### config.mk
export PLATFORM = sky130hd
export DESIGN_NAME = sblf_cell
export DESIGN_NICKNAME = d
export VERILOG_FILES = /design/src/rtl/sblf_pkg.sv /design/src/rtl/sblf_cell.sv
export SDC_FILE = /design/constraint.sdc
export NUM_CORES = 1
export LEC_CHECK = 0
export BUFFER_PORTS_ARGS = -buffer_cell sky130_fd_sc_hd__buf_4
export CAP_MARGIN = 5
export CELL_PAD_IN_SITES_DETAIL_PLACEMENT = 1
export CELL_PAD_IN_SITES_GLOBAL_PLACEMENT = 1
export CORE_MARGIN = 3
export CORE_UTILIZATION = 34
export DETAILED_ROUTE_END_ITERATION = 8
export PLACE_DENSITY_LB_ADDON = 0.25
export SLEW_MARGIN = 0
export SYNTH_ARGS = -nofsm -noshare
export SYNTH_HDL_FRONTEND = slang
export SYNTH_SLANG_ARGS = --single-unit
export TNS_END_PERCENT = 1
### constraint.sdc
create_clock -name clk -period 7.27 [get_ports clk]
set_input_delay 1.454 -clock clk [delete_from_list [all_inputs] [get_ports clk]]
set_output_delay 1.454 -clock clk [all_outputs]
set_load 0.02 [all_outputs]
### src/rtl/sblf_pkg.sv
// ----------------------------------------------------------------------------
// sblf_pkg
// Shared constants and types for the sparse bitmap leaf set unit.
// ----------------------------------------------------------------------------
package sblf_pkg;

  localparam int PACKED_DEPTH = 64;
  localparam int CNT_W        = $clog2(PACKED_DEPTH + 1);
  localparam int KEY_W        = 10;
  localparam int WORD_W       = 64;
  localparam int BIT_SHIFT    = 6;
  localparam int ID_W         = KEY_W + BIT_SHIFT;
  localparam int DENSE_WORDS  = 1024;
  localparam int DENSE_AW     = $clog2(DENSE_WORDS);
  localparam int LIMIT_W      = 6;
  localparam int GRP          = 8;
  localparam int NGRP         = (PACKED_DEPTH + GRP - 1) / GRP;

  // Cell operations
  localparam logic [1:0] OP_HOLD   = 2'd0;
  localparam logic [1:0] OP_INSERT = 2'd1;
  localparam logic [1:0] OP_SETBIT = 2'd2;
  localparam logic [1:0] OP_SHIFT  = 2'd3;

  typedef struct packed {
    logic [1:0]        op;
    logic [KEY_W-1:0]  key;
    logic [WORD_W-1:0] bitw;
  } cell_ctl_t;

  typedef struct packed {
    logic [KEY_W-1:0]  key;
    logic [WORD_W-1:0] word;
    logic              lt;
    logic              open;
  } cell_link_t;

endpackage

### src/rtl/sblf_cell.sv
// ----------------------------------------------------------------------------
// sblf_cell
// One packed entry: a key and its word, linked to both neighbours.
// ----------------------------------------------------------------------------
module sblf_cell (
  input  logic                      clk,
  input  sblf_pkg::cell_ctl_t       ctl,
  input  logic                      occ,
  input  sblf_pkg::cell_link_t      left,
  input  sblf_pkg::cell_link_t      right,
  output sblf_pkg::cell_link_t      link,
  output logic                      eq
);

  logic [sblf_pkg::KEY_W-1:0]  key_r, key_nxt;
  logic [sblf_pkg::WORD_W-1:0] word_r, word_nxt;
  logic                        lt;

  assign lt = occ && (key_r < ctl.key);
  assign eq = occ && (key_r == ctl.key);

  assign link.key  = key_r;
  assign link.word = word_r;
  assign link.lt   = lt;
  assign link.open = occ && !lt;

  always_comb begin
    key_nxt  = key_r;
    word_nxt = word_r;
    case (ctl.op)
      sblf_pkg::OP_INSERT: begin
        // Entries at or after the insert point move one place up.
        if (left.open) begin
          key_nxt  = left.key;
          word_nxt = left.word;
        end else if (left.lt && !lt) begin
          key_nxt  = ctl.key;
          word_nxt = ctl.bitw;
        end
      end
      sblf_pkg::OP_SETBIT: begin
        if (eq) begin
          word_nxt = word_r | ctl.bitw;
        end
      end
      sblf_pkg::OP_SHIFT: begin
        key_nxt  = right.key;
        word_nxt = right.word;
      end
      default: begin
      end
    endcase
  end

  always_ff @(posedge clk) begin
    key_r  <= key_nxt;
    word_r <= word_nxt;
  end

endmodule

After elaboration in Yosys (flattened, before gate mapping). Index checks and enable logic that the tools add are counted.

Register bits: 74. Input port bits: 230. Word-level logic and storage cells: 26.

Magnitude comparators: 1. Equality and inequality tests: 6. Mux-type cells: 7. Bitwise gates (word level): 1. Reduce and logical (&&, ||, !) cells: 9.

Operators by type and width (count): $mux 64 (3); $pmux 64 s3 (1); $or 64x64->64 (1); $mux 10 (2); $pmux 10 s2 (1); $eq 10x10->1 (1); $lt 10x10->1 (1); $eq 2x2->1 const B (2); $logic_and 1x1->1 (4); $ne 3x3->1 const B (1); $reduce_and 3->1 (1); $reduce_bool 3->1 (1); $eq 2x1->1 const B (1); $ne 2x2->1 const B (1); $reduce_and 2->1 (1); $reduce_bool 2->1 (1); $logic_not 1->1 (1).

Longest topological paths before layout. Gate-level depths: netlist (run 1).

Word-level depth: 7. Gate-level depth with buffers: 6. Gate-level depth less buffers: 6.

Worst setup path after synthesis (run 1). Ideal clock, no wire load.

Kind: input port to flip-flop. From: input ctl[71] in the netlist's numbering. To: register word_r[0] in the netlist's numbering (enable). Setup time: 0.479 ns. Arrival: 5.114 ns. Data required time: 6.791 ns. Slack: 1.678 ns. Stages on the path: 6. Path buffers: 0. Cell sequence: inv_1 -> ha_1 -> nand4_1 -> nor3_2 -> a21oi_1 -> a211oi_2.

RTL lines: start: declaration (RTL line sblf_cell.sv:7) `input sblf_pkg::cell_ctl_t ctl,`; $eq 10x10->1 (RTL line sblf_cell.sv:20) `assign eq = occ && (key_r == ctl.key);`; $logic_and 1x1->1 (RTL line sblf_cell.sv:20); named net eq (RTL line sblf_cell.sv:12) `output logic eq`; $ne 2x2->1 (no line); $reduce_and 3->1 (no line); end signal: assignment (RTL line sblf_cell.sv:57) `word_r <= word_nxt;`; end: declaration (RTL line sblf_cell.sv:16) `logic [sblf_pkg::WORD_W-1:0] word_r, word_nxt;`.

The timed path passes the listed nets, and every way through them passes these cells. A chain may end at the register's enable or synchronous reset.

==> flow_summary.toml, run 1 <==
[global_routing]
use_met2_pct = 39.60
grt_max_degree = 86
grt_antenna_before_repair = 0
grt_pass1_vias = 5269
grtUsageMet1_pct = 24.95
grt_use_met3_pct = 5.179
grt_pass1_wl_um = 27850
grt_overflow = 0
grt_usage_pct = 21.87
busiest_layer = "met2"

[floorplanning]
die_w_um = 126.4
core_sq_mm = 0.01404
core.rowCount = 43
dieArea_sq_mm = 0.01596
start_util_pct = 35.07
pin_count = 307
die_y_um = 126.4

[pwr]
power_density_mw_per_mm2 = 184.4
pwr-share-clk_pct = 35.2
switching_share_pct = 28.06
p_leak_uw = 0.003300
p_sw_uw = 390.7
combPwrFrac_pct = 25.9
pwr-share-seq_pct = 38.9
vdd_drop_max_v = 0.00009720
intPower_uw = 1002

[critical_path]
cp_cell_sequence = "buf_4 -> inv_1 -> ha_1 -> a21oi_1 -> o21ai_1 -> a2111oi_0 -> nor2b_1 -> buf_4"
endpoint_kind = "output port"
r2r_start = "key_r[5]"
arrival_ns = 2.93
setup.worst_path.start_class = "input pin"
ff2ff_path_depth = 5
r2r_slack_ns = 4.75
cp_slowest_cell = "a2111oi_0"
max_stage_delay_ns = 0.50
reg2reg_to = "key_r[0]"
critPathMaxFanout = 3
worstSetupPathType = "input pin to output port"
crit_top_cell = "buf_4"
crit_start = "ctl[69]"
worstPathRequired_ns = 5.82

[layout]
n_antenna_cell = 0
layout.nets = 968
fin_util_pct = 53.76
drive_above_1_share_pct = 44.88
layout_common_cells = "buf_4 (309), mux2i_1 (74), edfxtp_1 (74), nand2b_1 (65), o311ai_1 (49)"
area_growth_pct = 53.30
final_common_cell = "buf_4"
design_area_sq_mm = 0.007550

[worst_hold_path]
hold_class = "flip-flop to flip-flop"
hp-start = "word_r[20]"
hold_path_depth = 2
holdPathEnd = "word_r[20]"

[timing]
period_needed_ns = 4.380
setup_tns_ns = 0
hold_viol_final = 0
drv_slew = 0
skew_ns = 0.01142
grt_setup_unrepaired = "false"
maxSlewHeadroom_pct = 33.53
period_share_pct = 60.25
tightestPinTransition_ns = 0.9905
hold_ws_ns = 0.6103
fmax_mhz = 228.3
finalSetupViolations = 0

[clock_network]
cts_made_buffers = 9
post_cts.repair.setup_buffers = 0
path_clk_slew_ns = 0.07
clockRootBuffer = "clkbuf_16"
clk_path_buf_depth = 2
postCtsHoldBufs = 0
cts_resized = 0
htree_levels = 3
numClockSinks = 74
cts_tree = "yes"
insertion_delay_ns = 0.34

[detailed_routing]
wl_per_cell_um = 19.93
drt_wl_total_um = 18200
dr.pass1.iters = 4
drc_errors = 0
drtAntennaViolNets = 0
vias = 4904
drt_iter0_markers = 175
vias_per_cell = 5.371

[job]
cap_violations = 0

[placed_design]
place_hpwl_um = 13700
place_area_sq_mm = 0.007231
gp_congestion = 0.8579
numPortBuffers = 304

[synthesis]
yosys_warnings = 0
syn_avg_cell_area_sq_um = 10.99
seq_area_frac_synth_pct = 45.12
synth_cells = 448
synth-seq-cells = 74
synth_nets = 688
syn_area_sq_mm = 0.004925
ys_types = 26

[status]
status = "finished clean"
critical path, delay by kind of cell:
kind | cells | cell delay, ns
and+or+nand+nor | 1 | 0.11
adders and majority gates | 1 | 0.31
buffers and inverters | 3 | 0.29
AOI/OAI and AO/OA | 3 | 0.75
area by class of cell:
| type | count | area [sq um] |
|---|---|---|
| Inverter | 11 | 41.29 |
| Sequential cell | 74 | 2222 |
| Clock buffer | 9 | 225.2 |
| Tap cell | 180 | 225.2 |
| Timing Repair Buffer | 309 | 2320 |
| Multi-Input combinational cell | 323 | 2422 |
| Fill cell | 1601 | 6492 |
| Clock inverter | 7 | 93.84 |
state kept, by name (all words and copies together), names as in the netlist:
| signal | flops |
|---|---|
| key_r | 10 |
| word_r | 64 |
cells in the mapped netlist:
cell | count | share of area [%]
nand2_1 | 12 | 0.91
o21ai_0 | 44 | 4.5
and2_1 | 1 | 0.13
clkbuf_2 | 1 | 0.10
edfxtp_1 | 74 | 45
buf_6 | 5 | 1.1
a2111oi_0 | 1 | 0.18
nand2b_1 | 65 | 8.3
ha_1 | 10 | 2.5
mux2i_1 | 74 | 15
nor2_1 | 2 | 0.15
o311ai_0 | 15 | 2.7
nor3_2 | 1 | 0.20
nor3_1 | 1 | 0.10
a21oi_1 | 3 | 0.30
and4_1 | 1 | 0.18
nand3_1 | 1 | 0.10
buf_4 | 12 | 1.8
a211oi_2 | 4 | 1.0
inv_1 | 11 | 0.84
clkbuf_1 | 12 | 0.91
nor2b_1 | 2 | 0.25
nand4_1 | 2 | 0.25
o21ai_1 | 35 | 3.6
o311ai_1 | 49 | 8.7
buf_2 | 10 | 1.0
how the worst max path moves through the flow:
stage	end	slack, ns	depth (start not counted)
final	link[0]	2.89	8
after global routing	link[0]	2.66	8
after CTS	link[0]	2.85	8
after detailed placement	link[0]	2.85	8
after global placement	link[1]	2.98	7
after floorplan	word_r[0]	1.68	6
power groups by stage:
stage               registers, uW  clock network [uW]  logic [uW]
floorplan                     592                   0         133
global placement              548                   0         351
detailed placement            550                   0         363
CTS                           542                 497         364
global route                  546                 516         390
finish                        542                 490         360
stage by stage:
stage               instances  total power [uW]  setup WS, ns
global route              913              1453         2.656
global placement          897             898.9         2.978
detailed placement        897             913.4         2.850
finish                    913              1392         2.890
CTS                       913              1403         2.849
floorplan                 448             725.0         1.678
cells by family after synthesis:
kind of cell	synth area share (%)
flip-flops	45.12
adder cells (fa/ha/maj)	2.541
AO/OA/AOI/OAI	20.91
AND/OR/NAND/NOR	10.54
buffers and inverters	5.843
multiplexers	15.04
routing by layer:
metal	vias up	share of wire, %
li1	2323	-
met1	2370	38
met2	179	53
met3	32	5.4
met4	0	2.9
met5	-	0
(Power assumes the default switching activity.)
==> run 2: changes to the inputs <==
ABC_AREA = 1   (was default)
CORE_UTILIZATION = 29   (was 34)
clock period = 4.3 ns   (was 7.27 ns; I/O delays follow)
==> run 2 against run 1 <==
  * Cell area decreased by 2.8%
  * First-iteration DRC count increased by 35%
  * Highest routed layer unchanged
  * Largest power group unchanged
  * Clock skew is 0.0024 ns lower
  * Die area increased by 11%
  * Core utilization down 6.5 points
  * Routed wire length rose by 11%
  * Synthesized cell count grew 21%
  * Worst hold slack worse by 0.0040 ns
  * Clock power up 50%
==> flow_summary.toml, run 2 <==
[pwr]
p_leak_uw = 0.003095
power_uw = 2243
vdd_drop_max_v = 0.0001659
power_density_mw_per_mm2 = 305.6

[global_routing]
grt_max_degree = 75
grt_antenna_before_repair = 0
grt_pass1_vias = 5884
grt_usage_pct = 21.73
grt_pass1_wl_um = 30990
grt_overflow = 0

[layout]
top_regs = "word_r: 64 flops, key_r: 10 flops"
layout.nets = 1063
final.fill_count = 1885
n_antenna_cell = 0
area_growth_pct = 56.34
largest_reg_flops = 64
final_common_cell = "buf_4"
max_flop_register = "word_r"
drive_above_1_share_pct = 39.86
fin_util_pct = 47.23
multi_input_area_sq_mm = 0.002135
layout_common_cells = "buf_4 (314), o21ai_0 (87), nor2_1 (78), edfxtp_1 (74), nand3_1 (66)"
regArea_sq_mm = 0.002222

[floorplanning]
pin_count = 307
start_util_pct = 30.21
core.rowCount = 45
die_y_um = 133.2
die_w_um = 133.2
core_sq_mm = 0.01554
dieArea_sq_mm = 0.01775

[placed_design]
place_hpwl_um = 14750
gp_congestion = 0.8531
numPortBuffers = 304

[clock_network]
post_cts.repair.setup_buffers = 0
clk_path_buf_depth = 2
path_clk_slew_ns = 0.05
cts_resized = 0
numClockSinks = 74
postCtsHoldBufs = 0
clockRootBuffer = "clkbuf_16"
htree_levels = 3
insertion_delay_ns = 0.33
cts_tree = "yes"
cts_made_buffers = 9

[critical_path]
worstPathRequired_ns = 3.44
setup.worst_path.start_class = "input pin"
critPathMaxFanout = 3
worstSetupPathType = "input pin to output port"
endpoint_kind = "output port"
arrival_ns = 2.06

[detailed_routing]
dr.pass1.iters = 5
vias = 5511
wl_per_cell_um = 19.46
drt_wl_total_um = 20220
drtAntennaViolNets = 0
drt_iter0_markers = 237
drc_errors = 0
vias_per_cell = 5.304

[timing]
grt_setup_unrepaired = "false"
maxSlewHeadroom_pct = 42.05
drv_slew = 0
period_share_pct = 67.91
finalSetupViolations = 0
tightestPinTransition_ns = 0.8693
skew_ns = 0.009044
period_needed_ns = 2.920
hold_viol_final = 0
fmax_mhz = 342.4
setup_tns_ns = 0

[synthesis]
synth_cells = 544
synth_ff_type = "edfxtp_1"
ys_types = 19
syn_avg_cell_area_sq_um = 8.630
synth.area.top_cells = "edfxtp_1 (47%), o211ai_1 (10%), o21ai_0 (9.3%)"
netlist_top_cells_count = "o21ai_0 (87), nor2_1 (78), edfxtp_1 (74)"
synth_top_area_cell = "edfxtp_1"
synthArstFlopShare_pct = 0
syn_area_sq_mm = 0.004695
synth-seq-cells = 74
synth_top_area_share_pct = 47.33
synth_nets = 784
synth.most_common_cell = "o21ai_0"
seq_area_frac_synth_pct = 47.33
yosys_warnings = 0
synth_edf_count = 74

[status]
status = "finished clean"

[job]
cap_violations = 0

[worst_hold_path]
hold_class = "flip-flop to flip-flop"
[run 2: cell count changes after synthesis, sizes merged, moves of 49 or more]
cell    change
nand2b     -65
nand3      +65
mux2i      -74
o211ai     +64
o21ai      +49
nor2       +77
o311ai     -64
[run 2: cells by family (layout without fill, tap and decap cells)]
| kind of cell | count (synthesis) | in the layout | synth area share, % |
|---|---|---|---|
| AOI/OAI and AO/OA | 208 | 208 | 25.88 |
| buffers and inverters | 68 | 352 | 7.436 |
| and+or+nand+nor | 184 | 184 | 16.68 |
| adders and majority gates | 10 | 10 | 2.665 |
| DFF | 74 | 74 | 47.33 |
[run 2: worst paths after layout]
check	start	to	slack, ns	cells after the start
max	ctl[73]	link[0]	1.38	8
min	word_r[58]	word_r[58]	0.61	2
max reg2reg	key_r[9]	word_r[48]	2.01	8
min reg2reg	word_r[58]	word_r[58]	0.61	2
[run 2: stage by stage]
| stage | instances | hold WS, ns | instance area, sq um | setup WS [ns] |
|---|---|---|---|---|
| CTS | 1039 | 0.6065 | 7340 | 1.390 |
| global route | 1039 | 0.6247 | 7340 | 1.243 |
| detailed placement | 1023 | 0.5919 | 7061 | 1.393 |
| global placement | 1023 | 0.5814 | 7061 | 1.426 |
| floorplan | 544 | 0.7052 | 4698 | 0.2102 |
| finish | 1039 | 0.6063 | 7340 | 1.380 |
[run 2: critical path: stages]
cell and delay [ns]:
buf_4 0.09, inv_1 0.03, ha_1 0.28, nand2_1 0.07
nor2_1 0.19, nand3_1 0.13, a31oi_1 0.23, buf_4 0.18
[run 2: metal layers]
metal	global-route usage [%]	vias up	routed length, um
met5	0	-	0
met4	9.257	0	666
met3	4.985	42	1373
met2	38.94	241	10340
met1	24.81	2661	7843
li1	-	2567	-
[run 2: cell type report]
type                       instances  area share, %
clock buffer                      12          3.222
tap                              211          3.597
inverter                          22          1.125
timing repair buffer             314          32.12
sequential                        74          30.28
clock inverter                     4         0.5796
multi-input combinational        402          29.08
[run 2: power by group]
part | internal [uW] | total [uW] | switching [uW]
registers | 878 | 913 | 35.1
logic | 283 | 595 | 312
clock network | 446 | 735 | 289
==> run 3: changes to the inputs <==
CORE_UTILIZATION = 27   (was 29)
clock period = 2.54 ns   (was 4.3 ns; I/O delays follow)
==> run 3 against run 2 <==
  * Non-clock buffer count is 3 higher
  * Core utilization is 3.2 points lower
  * Critical path depth is 1 lower
  * Register-to-register slack worse by 1.6 ns
==> flow_summary.toml, run 3 (synthesized netlist as in run 2, its figures left out) <==
[detailed_routing]
drt_iter0_markers = 212
drt_wl_total_um = 20970
wl_per_cell_um = 19.95
drc_errors = 0
vias_per_cell = 5.248
dr.pass1.iters = 4
vias = 5516
drtAntennaViolNets = 0

[critical_path]
setup.worst_path.start_class = "flip-flop"
endpoint_kind = "output port"
crit_top_cell = "inv_1"
cp_slowest_cell = "edfxtp_1"
critPathTopFamily = "flip-flops"
max_stage_delay_ns = 0.41
critPathMaxFanout = 2
worstPathRequired_ns = 2.03
cp_cell_sequence = "ha_1 -> nand2_1 -> inv_1 -> a21oi_1 -> nand4_1 -> inv_1 -> buf_4"
arrival_ns = 1.85
path_buf_inv = 3
worstSetupPathType = "flip-flop to output port"

[clock_network]
cts_made_buffers = 9
postCtsHoldBufs = 0
htree_levels = 3
cts_tree = "yes"
numClockSinks = 74
clk_path_buf_depth = 2
post_cts.repair.setup_buffers = 0
clockRootBuffer = "clkbuf_16"
insertion_delay_ns = 0.33
cts_resized = 0
path_clk_slew_ns = 0.06

[global_routing]
grt_usage_pct = 21.29
grt_overflow = 0
grt_max_degree = 48
grtUsageMet1_pct = 24.49
busiest_layer = "met2"
grt_antenna_before_repair = 0
grt_pass1_vias = 5948
grt_pass1_wl_um = 31380
use_met2_pct = 38.77
grt_use_met3_pct = 4.427

[placed_design]
dpl_worst_slack_ns = 0.1880
place_hpwl_um = 15720
numPortBuffers = 304
gp_congestion = 0.8415
placedCellCount = 1035

[layout]
n_antenna_cell = 0
max_flop_register = "word_r"
instances_no_fill = 1051
final_common_cell = "buf_4"
largest_reg_flops = 64
layout.nets = 1066
drive_above_1_share_pct = 40.55
top_regs = "word_r: 64 flops, key_r: 10 flops"
area_growth_pct = 57.92
layout_common_cells = "buf_4 (313), o21ai_0 (87), nor2_1 (76), edfxtp_1 (74), nand3_1 (66)"

[floorplanning]
dieArea_sq_mm = 0.01901
die_y_um = 137.9
die_w_um = 137.9
core_sq_mm = 0.01682
start_util_pct = 27.91
core.rowCount = 47
pin_count = 307

[timing]
fmax_mhz = 423.2
period_share_pct = 93.03
maxSlewHeadroom_pct = 56.68
grt_setup_unrepaired = "false"
worst_slack_ns = 0.1771
drv_slew = 0
skew_ns = 0.008863
hold_viol_final = 0
period_needed_ns = 2.363
finalSetupViolations = 0
tightestPinTransition_ns = 0.6483

[pwr]
p_leak_uw = 0.003119
vdd_drop_max_v = 0.0002790
switching_share_pct = 29.30
intPower_uw = 2633
combPwrFrac_pct = 27.8
pwr-share-clk_pct = 30.7
pwr-share-seq_pct = 41.5
power_density_mw_per_mm2 = 502.3
power_uw = 3724
p_sw_uw = 1091

[worst_hold_path]
hold_class = "input pin to flip-flop"

[job]
cap_violations = 0

[status]
status = "finished clean"
-- run 3: cell type report --
type                       count  area (sq um)
fill                        2085          9405
inverter                      22         82.58
timing repair buffer         317          2430
multi-input combinational    402          2148
clock inverter                 4         18.77
sequential                    74          2222
tap                          220         275.3
clock buffer                  12         236.5
-- run 3: worst register-to-register path: cells and delay by family, from the launching register on --
family,cells,cell delay [ns]
simple gates,5,0.60
flops,1,0.41
fa+ha+maj,1,0.32
buf+inv,1,0.26
compound gates,1,0.22
-- run 3: power groups by stage --
stage / clock network (uW) / logic, uW / registers, uW
2_1_floorplan: 0 / 345 / 1680
6_report: 1140 / 1030 / 1550
3_5_place_dp: 0 / 1050 / 1570
4_1_cts: 1180 / 1050 / 1550
3_3_place_gp: 0 / 1020 / 1570
5_1_grt: 1220 / 1130 / 1560
-- run 3: path summary, 6_finish.rpt --
path               from          to  slack [ns]  cells after the start
max reg2reg    key_r[9]  word_r[29]        0.38                      8
min           right[18]  word_r[16]        0.50                      3
max            key_r[9]     link[1]        0.18                      7
min reg2reg  word_r[29]  word_r[29]        0.60                      2
-- run 3: through the flow --
step / utilization [%] / TNS, ns / instance area [sq um] / hold slack (ns)
after floorplan: - / -20.12 / 4720 / 0.7052
after global placement: 42.56 / 0 / 7158 / 0.5809
after detailed placement: 42.56 / 0 / 7158 / 0.5923
after CTS: 44.08 / 0 / 7413 / 0.4871
after global routing: 44.08 / 0 / 7413 / 0.5104
final: 44.08 / 0 / 7413 / 0.5040
-- run 3: routing by layer --
metal  vias to the layer above  part of all wire (%)
met1                      2680                    38
met4                         0                   2.5
li1                       2582                     -
met2                       220                    52
met5                         -                     0
met3                        34                   7.4
